**src/rtl/core/oidsd_pkg.sv**
```systemverilog
// ----------------------------------------------------------------------------
// oidsd_pkg
// shared widths, beat types and the divide-by-40 helpers of the oid decoder
// ----------------------------------------------------------------------------
package oidsd_pkg;

    localparam int ARC_WIDTH = 32;   // accumulator width, 8 to 64
    localparam int OCTET_W   = 8;
    localparam int SUB_ID_W  = 32;
    localparam int DIGIT_W   = 7;    // payload bits of one content octet
    localparam int FIRST_DIV = 40;   // first octet packs two arcs as x*40+y

    typedef struct packed {
        logic [SUB_ID_W-1:0] sub_id;
        logic                ident_end;
        logic                last_run;
    } result_t;

    typedef struct packed {
        logic    none;    // octet gives no result
        logic    two;     // octet gives two results
        result_t r0;
        result_t r1;
    } dec_t;

    // x / 40 for an octet: (x >> 3) / 5 via reciprocal 13/64, exact for all x in 0..255
    function automatic logic [OCTET_W-1:0] div40(input logic [OCTET_W-1:0] x);
        logic [4:0]  t;
        logic [8:0]  p;
        t = x[7:3];
        p = 9'(t) * 9'd13;
        return OCTET_W'(p[8:6]);
    endfunction

    function automatic logic [OCTET_W-1:0] mod40(input logic [OCTET_W-1:0] x,
                                                 input logic [OCTET_W-1:0] q);
        logic [OCTET_W-1:0] m;
        m = OCTET_W'(q * OCTET_W'(FIRST_DIV));
        return x - m;
    endfunction

endpackage

```
**src/rtl/core/oidsd_arc_unit.sv**
```systemverilog
// ----------------------------------------------------------------------------
// oidsd_arc_unit
// arc accumulator register and per-octet decode logic
// ----------------------------------------------------------------------------
module oidsd_arc_unit (
    input  logic                              aclk,
    input  logic                              aresetn,
    input  logic                              advance,   // item leaves input register
    input  logic [oidsd_pkg::OCTET_W-1:0]     octet,
    input  logic                              first,
    input  logic                              last,
    output oidsd_pkg::dec_t                   dec
);
    import oidsd_pkg::*;

    logic [ARC_WIDTH-1:0]          acc_reg;
    logic [ARC_WIDTH-1:0]          acc_next;
    logic [ARC_WIDTH-1:0]          acc_sum;
    logic [ARC_WIDTH+SUB_ID_W-1:0] acc_ext;
    logic [OCTET_W-1:0]            quo;
    logic [OCTET_W-1:0]            rem;

    assign acc_sum = acc_reg + ARC_WIDTH'(octet[DIGIT_W-1:0]);
    assign acc_ext = {{SUB_ID_W{1'b0}}, acc_sum};
    assign quo     = div40(octet);
    assign rem     = mod40(octet, quo);

    always_comb begin
        dec       = '0;
        acc_next  = acc_reg;
        if (first) begin
            acc_next            = '0;
            dec.two             = 1'b1;
            dec.r0.sub_id       = SUB_ID_W'(quo);
            dec.r0.ident_end    = last;
            dec.r0.last_run     = 1'b0;
            dec.r1.sub_id       = SUB_ID_W'(rem);
            dec.r1.ident_end    = last;
            dec.r1.last_run     = 1'b1;
        end else if (!octet[DIGIT_W]) begin
            acc_next            = '0;
            dec.r0.sub_id       = acc_ext[SUB_ID_W-1:0];
            dec.r0.ident_end    = last;
            dec.r0.last_run     = 1'b1;
        end else begin
            // continuation octet; a partial arc at the final octet is dropped
            dec.none            = 1'b1;
            acc_next            = last ? '0 : (acc_sum << DIGIT_W);
        end
    end

    always_ff @(posedge aclk) begin
        if (!aresetn) begin
            acc_reg <= '0;
        end else if (advance) begin
            acc_reg <= acc_next;
        end
    end

endmodule

```
**src/rtl/core/oidsd_out_buffer.sv**
```systemverilog
// ----------------------------------------------------------------------------
// oidsd_out_buffer
// two-entry result holder driving the master stream
// ----------------------------------------------------------------------------
module oidsd_out_buffer (
    input  logic                             aclk,
    input  logic                             aresetn,
    input  logic                             load,
    input  oidsd_pkg::dec_t                  dec,
    output logic                             can_load,
    output logic                             m_tvalid,
    input  logic                             m_tready,
    output logic [oidsd_pkg::SUB_ID_W-1:0]   m_tdata,   // sub_identifier
    output logic                             m_tlast,   // identifier_end
    output logic                             m_tuser    // last_of_run
);
    import oidsd_pkg::*;

    result_t head_reg;
    result_t tail_reg;
    logic    head_valid_reg;
    logic    tail_valid_reg;
    logic    pop;

    assign pop      = head_valid_reg && m_tready;
    assign can_load = !head_valid_reg || (m_tready && !tail_valid_reg);

    assign m_tvalid = head_valid_reg;
    assign m_tdata  = head_reg.sub_id;
    assign m_tlast  = head_reg.ident_end;
    assign m_tuser  = head_reg.last_run;

    always_ff @(posedge aclk) begin
        if (!aresetn) begin
            head_valid_reg <= 1'b0;
            tail_valid_reg <= 1'b0;
        end else if (load) begin
            head_valid_reg <= 1'b1;
            tail_valid_reg <= dec.two;
        end else if (pop) begin
            head_valid_reg <= tail_valid_reg;
            tail_valid_reg <= 1'b0;
        end
    end

    always_ff @(posedge aclk) begin
        if (load) begin
            head_reg <= dec.r0;
            tail_reg <= dec.r1;
        end else if (pop && tail_valid_reg) begin
            head_reg <= tail_reg;
        end
    end

endmodule

```
**src/rtl/core/oid_subidentifier_decoder_unit.sv**
```systemverilog
// ----------------------------------------------------------------------------
// oid_subidentifier_decoder_unit
// decodes object identifier content octets into sub-identifier arcs
// ----------------------------------------------------------------------------
// usage
//   slave stream: one content octet per beat in s_tdata, s_tuser marks the
//   first octet of an identifier, s_tlast marks its final octet
//   master stream: one arc per beat in m_tdata, m_tlast copies the final-octet
//   flag of the octet that caused it, m_tuser marks the last arc of that octet
//   the first octet gives two beats: octet / 40, then octet mod 40
//   a continuation octet (bit 7 set) gives no beat; at a final octet its
//   partial arc is dropped
// path: an octet is held in the input register, its results in the output buffer
// throughput: one octet per cycle while m_tready is high; a first octet fills
//   both entries; a later result octet waits until the second beat leaves
// reset: aresetn low clears the input register, the output buffer and the
//   arc accumulator
// stall: when m_tready is low the two-entry output buffer holds its beats,
//   one more octet waits in the input register, then s_tready drops
// ----------------------------------------------------------------------------
module oid_subidentifier_decoder_unit (
    input  logic                             aclk,
    input  logic                             aresetn,
    input  logic                             s_tvalid,
    output logic                             s_tready,
    input  logic [oidsd_pkg::OCTET_W-1:0]    s_tdata,   // content_byte
    input  logic                             s_tlast,   // last_byte
    input  logic                             s_tuser,   // first_byte
    output logic                             m_tvalid,
    input  logic                             m_tready,
    output logic [oidsd_pkg::SUB_ID_W-1:0]   m_tdata,   // sub_identifier
    output logic                             m_tlast,   // identifier_end
    output logic                             m_tuser    // last_of_run
);
    import oidsd_pkg::*;

    // input register
    logic               in_valid_reg;
    logic [OCTET_W-1:0] in_octet_reg;
    logic               in_first_reg;
    logic               in_last_reg;

    dec_t dec;
    logic can_load;
    logic advance;   // registered octet is decoded this cycle

    // octets without a result never wait on the output side
    assign advance  = in_valid_reg && (dec.none || can_load);
    assign s_tready = !in_valid_reg || advance;

    always_ff @(posedge aclk) begin
        if (!aresetn) begin
            in_valid_reg <= 1'b0;
        end else if (s_tready) begin
            in_valid_reg <= s_tvalid;
        end
    end

    always_ff @(posedge aclk) begin
        if (s_tready && s_tvalid) begin
            in_octet_reg <= s_tdata;
            in_first_reg <= s_tuser;
            in_last_reg  <= s_tlast;
        end
    end

    // accumulator and arc decode
    oidsd_arc_unit u_arc (
        .aclk    (aclk),
        .aresetn (aresetn),
        .advance (advance),
        .octet   (in_octet_reg),
        .first   (in_first_reg),
        .last    (in_last_reg),
        .dec     (dec)
    );

    // result beats toward the master side
    oidsd_out_buffer u_out (
        .aclk     (aclk),
        .aresetn  (aresetn),
        .load     (advance && !dec.none),
        .dec      (dec),
        .can_load (can_load),
        .m_tvalid (m_tvalid),
        .m_tready (m_tready),
        .m_tdata  (m_tdata),
        .m_tlast  (m_tlast),
        .m_tuser  (m_tuser)
    );

endmodule
```
**config.mk**
```make
export PLATFORM = sky130hd
export DESIGN_NAME = oid_subidentifier_decoder_unit
export DESIGN_NICKNAME = d
export VERILOG_FILES = /design/src/rtl/core/oidsd_pkg.sv /design/src/rtl/core/oidsd_arc_unit.sv /design/src/rtl/core/oidsd_out_buffer.sv /design/src/rtl/core/oid_subidentifier_decoder_unit.sv
export SDC_FILE = /design/constraint.sdc
export NUM_CORES = 1
export LEC_CHECK = 0
export BUFFER_PORTS_ARGS = -buffer_cell sky130_fd_sc_hd__buf_4
export CORE_MARGIN = 8
export CORE_UTILIZATION = 55
export DETAILED_ROUTE_END_ITERATION = 7
export HOLD_SLACK_MARGIN = 0.02
export PLACE_DENSITY = 0.76
export RECOVER_POWER = 100
export SLEW_MARGIN = 10
export SYNTH_ARGS = -nofsm -noshare
export SYNTH_HDL_FRONTEND = slang
export SYNTH_SLANG_ARGS = --single-unit
```
**constraint.sdc**
```tcl
create_clock -name aclk -period 4.15 [get_ports aclk]
set_input_delay 0.83 -clock aclk [delete_from_list [all_inputs] [get_ports aclk]]
set_output_delay 0.83 -clock aclk [all_outputs]
set_load 0.02 [all_outputs]
```
==> flow_summary.yaml <==
cts:
  clock_latency_ns: 0.35
  cts.sinks: 82
  cts_buffers: 9
  clkSlewWorstSetupHoldPaths_ns: 0.09
  clockBufferDepth: 2
  cts_resized: 0
  cts_max_level: 3
  cts_root_buf: "clkbuf_8"
  cts_tree: "yes"
outcome:
  violations: "max-capacitance violations, max-slew violations"
  status: "complete, but fails checks"
detailed_routing:
  drc: 0
  drt.antenna.violating_nets: 0
  viasPerCell: 5.43
  drt-total-wl_um: 7140
  wl_per_cell_um: 15.9
  dr.pass1.iters: 4
  vias: 2440
  drtIter0Drc: 122
power:
  vdd_drop_max_v: 0.000262
  power.leakage_nw: 1.50
  total_power_mw: 1.80
  pwr_density_cell_nw_per_um2: 433
yosys:
  synth_ff_type: "edfxtp_1"
  synth_cell_types: 38
  async_reset_ff_frac: 0
  avgSynthCellArea_um2: 11.9
  synth_warnings: 0
  mappedNetlistArea_um2: 3710
  synth_edf_count: 54
  synthCells: 312
  synth.net_count: 347
  synth_seq_area_share: 0.588
  ys_ff_latch: 82
floorplanning:
  die_x_um: 98.2
  start_util: 0.559
  num_rows: 30
  ios: 50
  die_area_um2: 9630
  die_y_um: 98.2
  coreArea_um2: 6640
critical_path:
  start_kind: "flop"
  critPathArrivalTime_ns: 4.00
  crit_path_end_kind: "flop"
  cp_num_cells: 16
  reg2reg_depth: 16
  critical_path_class: "flop to flop"
  cp_cell_sequence: "ha_1, fa_1, ha_1, a21oi_1, o21ai_0, a21oi_1, xor2_1, inv_1, ha_1, inv_1, ha_1, nor2_1, a21oi_1, xnor2_1, xnor2_1, nor2_1"
  slowest_delay_ns: 0.46
  crit_path_frequent_cell: "ha_1"
  cp_num_buf_inv: 2
  crit_required_ns: 4.25
  crit_fanout: 5
  cp_top_family: "adder cells"
  crit_slowest_cell: "edfxtp_1"
global_routing:
  grt_usage: 0.155
  grt_pass1_wl_um: 12000
  antenna_found_initial: 0
  grt_overflow: 0
  grt_max_degree: 30
  grt_pass1_vias: 2504
place:
  routabilityCongestion: 0.924
  io_buffers: 49
  hpwlAfterDp_um: 4950
timing:
  fin_worst_skew_ns: 0.00907
  worst_slew_pin_slew_ns: 1.72
  min_period_ns: 3.90
  rsz0062_at_grt: "no"
  drv_slew: 26
  hold_violations: 0
  tns_ns: 0
  timing.fmax_ghz: 0.257
  finalSetupViolCount: 0
  fin_crit_sh: 0.939
  slew_headroom: -0.150
finish:
  seqCellArea_um2: 2180
  multi_input_area_um2: 1350
  area_delta_synth_final_pct: 12.0
  layout-drive-gt1-share: 0.100
  largest_register_ffs: 32
  diodes: 0
  nFillCells: 557
  nets: 399
hold_path:
  hold_path_class: "flop to flop"
  min_path_cells: 2
job:
  cap_violations: 1
-- through the flow --
stage / hold WS (ns) / util / setup WS (ns) / cell area (um2) / cells
3_3_place_gp: 0.433 / 0.618 / 0.314 / 4100 / 429
6_report: 0.468 / 0.626 / 0.255 / 4160 / 449
5_1_grt: 0.494 / 0.626 / 0.0289 / 4160 / 449
2_1_floorplan: 0.426 / - / 0.507 / 3710 / 312
3_5_place_dp: 0.444 / 0.618 / 0.211 / 4100 / 429
4_1_cts: 0.456 / 0.649 / 0.193 / 4310 / 445
-- worst register-to-register path: cells and delay by family (launching register included) --
kind	cells	cell delay [ns]
buffers and inverters	2	0.16
DFF	1	0.46
xor gates and xnor gates	3	0.54
AOI/OAI and AO/OA	4	0.77
adders and majority gates	5	1.62
and+or+nand+nor	2	0.10
-- layer usage --
| layer | vias to the layer above | GRT usage | routed length, um | part of all wire |
|---|---|---|---|---|
| li1 | 1201 | - | - | - |
| met1 | 1158 | 0.176 | 3050 | 0.43 |
| met2 | 65 | 0.259 | 3500 | 0.49 |
| met3 | 16 | 0.0569 | 396 | 0.055 |
| met4 | 0 | 0.0649 | 185 | 0.026 |
| met5 | - | 0 | 0 | 0 |
-- synthesized netlist by cell type (2+ instances only) --
cell      count  area (um2)
nand2b_4      2        27.5
ha_1         19         238
nor2_1       14        52.6
a21boi_0      7        52.6
nand4_1       2        12.5
a22o_1        5        43.8
and2_1       29         181
dfxtp_1      28         561
nand3_1      31         155
xor2_1        5        43.8
xnor2_1       2        17.5
edfxtp_1     54        1620
a21o_1        2        15.0
nor3_1        4        20.0
a21boi_1     17         128
buf_6         5        56.3
clkbuf_1      4        15.0
inv_1        13        48.8
fa_1          2        40.0
a21boi_2      3        33.8
nand2_1      35         131
nand2b_1      2        12.5
a21oi_1       8        40.0
buf_2         5        25.0
-- layout make-up --
cell class	count	share of cell area
clock inverters	6	0.0175
clock buffers	10	0.0331
inverters	13	0.0117
repair buffers	56	0.0650
flip-flops and latches	82	0.525
multi-input cells	202	0.324
well taps	80	0.0241
-- kinds of logic after synthesis --
family	after synthesis	share of synthesized area
DFF	82	0.588
AOI/OAI and AO/OA	53	0.115
buffers and inverters	28	0.0411
adders and majority gates	21	0.0748
xor gates and xnor gates	7	0.0165
muxes	1	0.00303
and+or+nand+nor	120	0.161
-- placed cells by master (no fill, tap or decap), types with 2 or more instances in the layout --
cell type and count:
a211oi_1 2, a21boi_0 25, a21o_1 2, a21oi_1 8
a22o_1 5, and2_0 19, and2_1 10, buf_4 6
clkbuf_1 40, clkbuf_4 10, clkbuf_8 10, clkinv_4 2
dfxtp_1 28, edfxtp_1 54, fa_1 2, ha_1 19
inv_1 13, inv_6 2, nand2_1 35, nand2b_1 4
nand3_1 31, nand4_1 2, nor2_1 15, nor3_1 3
xnor2_1 2, xor2_1 5
-- timing repair --
action,in CTS,in global routing
setup buffers,0,4
hold buffers,0,0
endpoints found under the setup margin,0,1
hold endpoints to repair,0,0
-- path summary, 6_finish.rpt --
check	start	to	slack [ns]
hold / removal	u_arc.acc_reg[31]$_SDFFE_PN0P_	u_arc.acc_reg[31]$_SDFFE_PN0P_	0.47
hold reg to reg	u_arc.acc_reg[31]$_SDFFE_PN0P_	u_arc.acc_reg[31]$_SDFFE_PN0P_	0.47
setup reg to reg	in_octet_reg[5]$_DFFE_PP_	u_out.tail_reg[9]$_SDFFCE_PN0P_	0.25
setup / recovery	in_octet_reg[5]$_DFFE_PP_	u_out.tail_reg[9]$_SDFFCE_PN0P_	0.25
-- report_power, final --
| part | switching (mW) | total [mW] | internal, mW |
|---|---|---|---|
| Clock | 0.299 | 0.600 | 0.301 |
| Sequential | 0.0172 | 0.928 | 0.911 |
| Combinational | 0.165 | 0.271 | 0.106 |
| Total | 0.481 | 1.80 | 1.32 |
No activity file was read; power rests on OpenSTA's default activity.
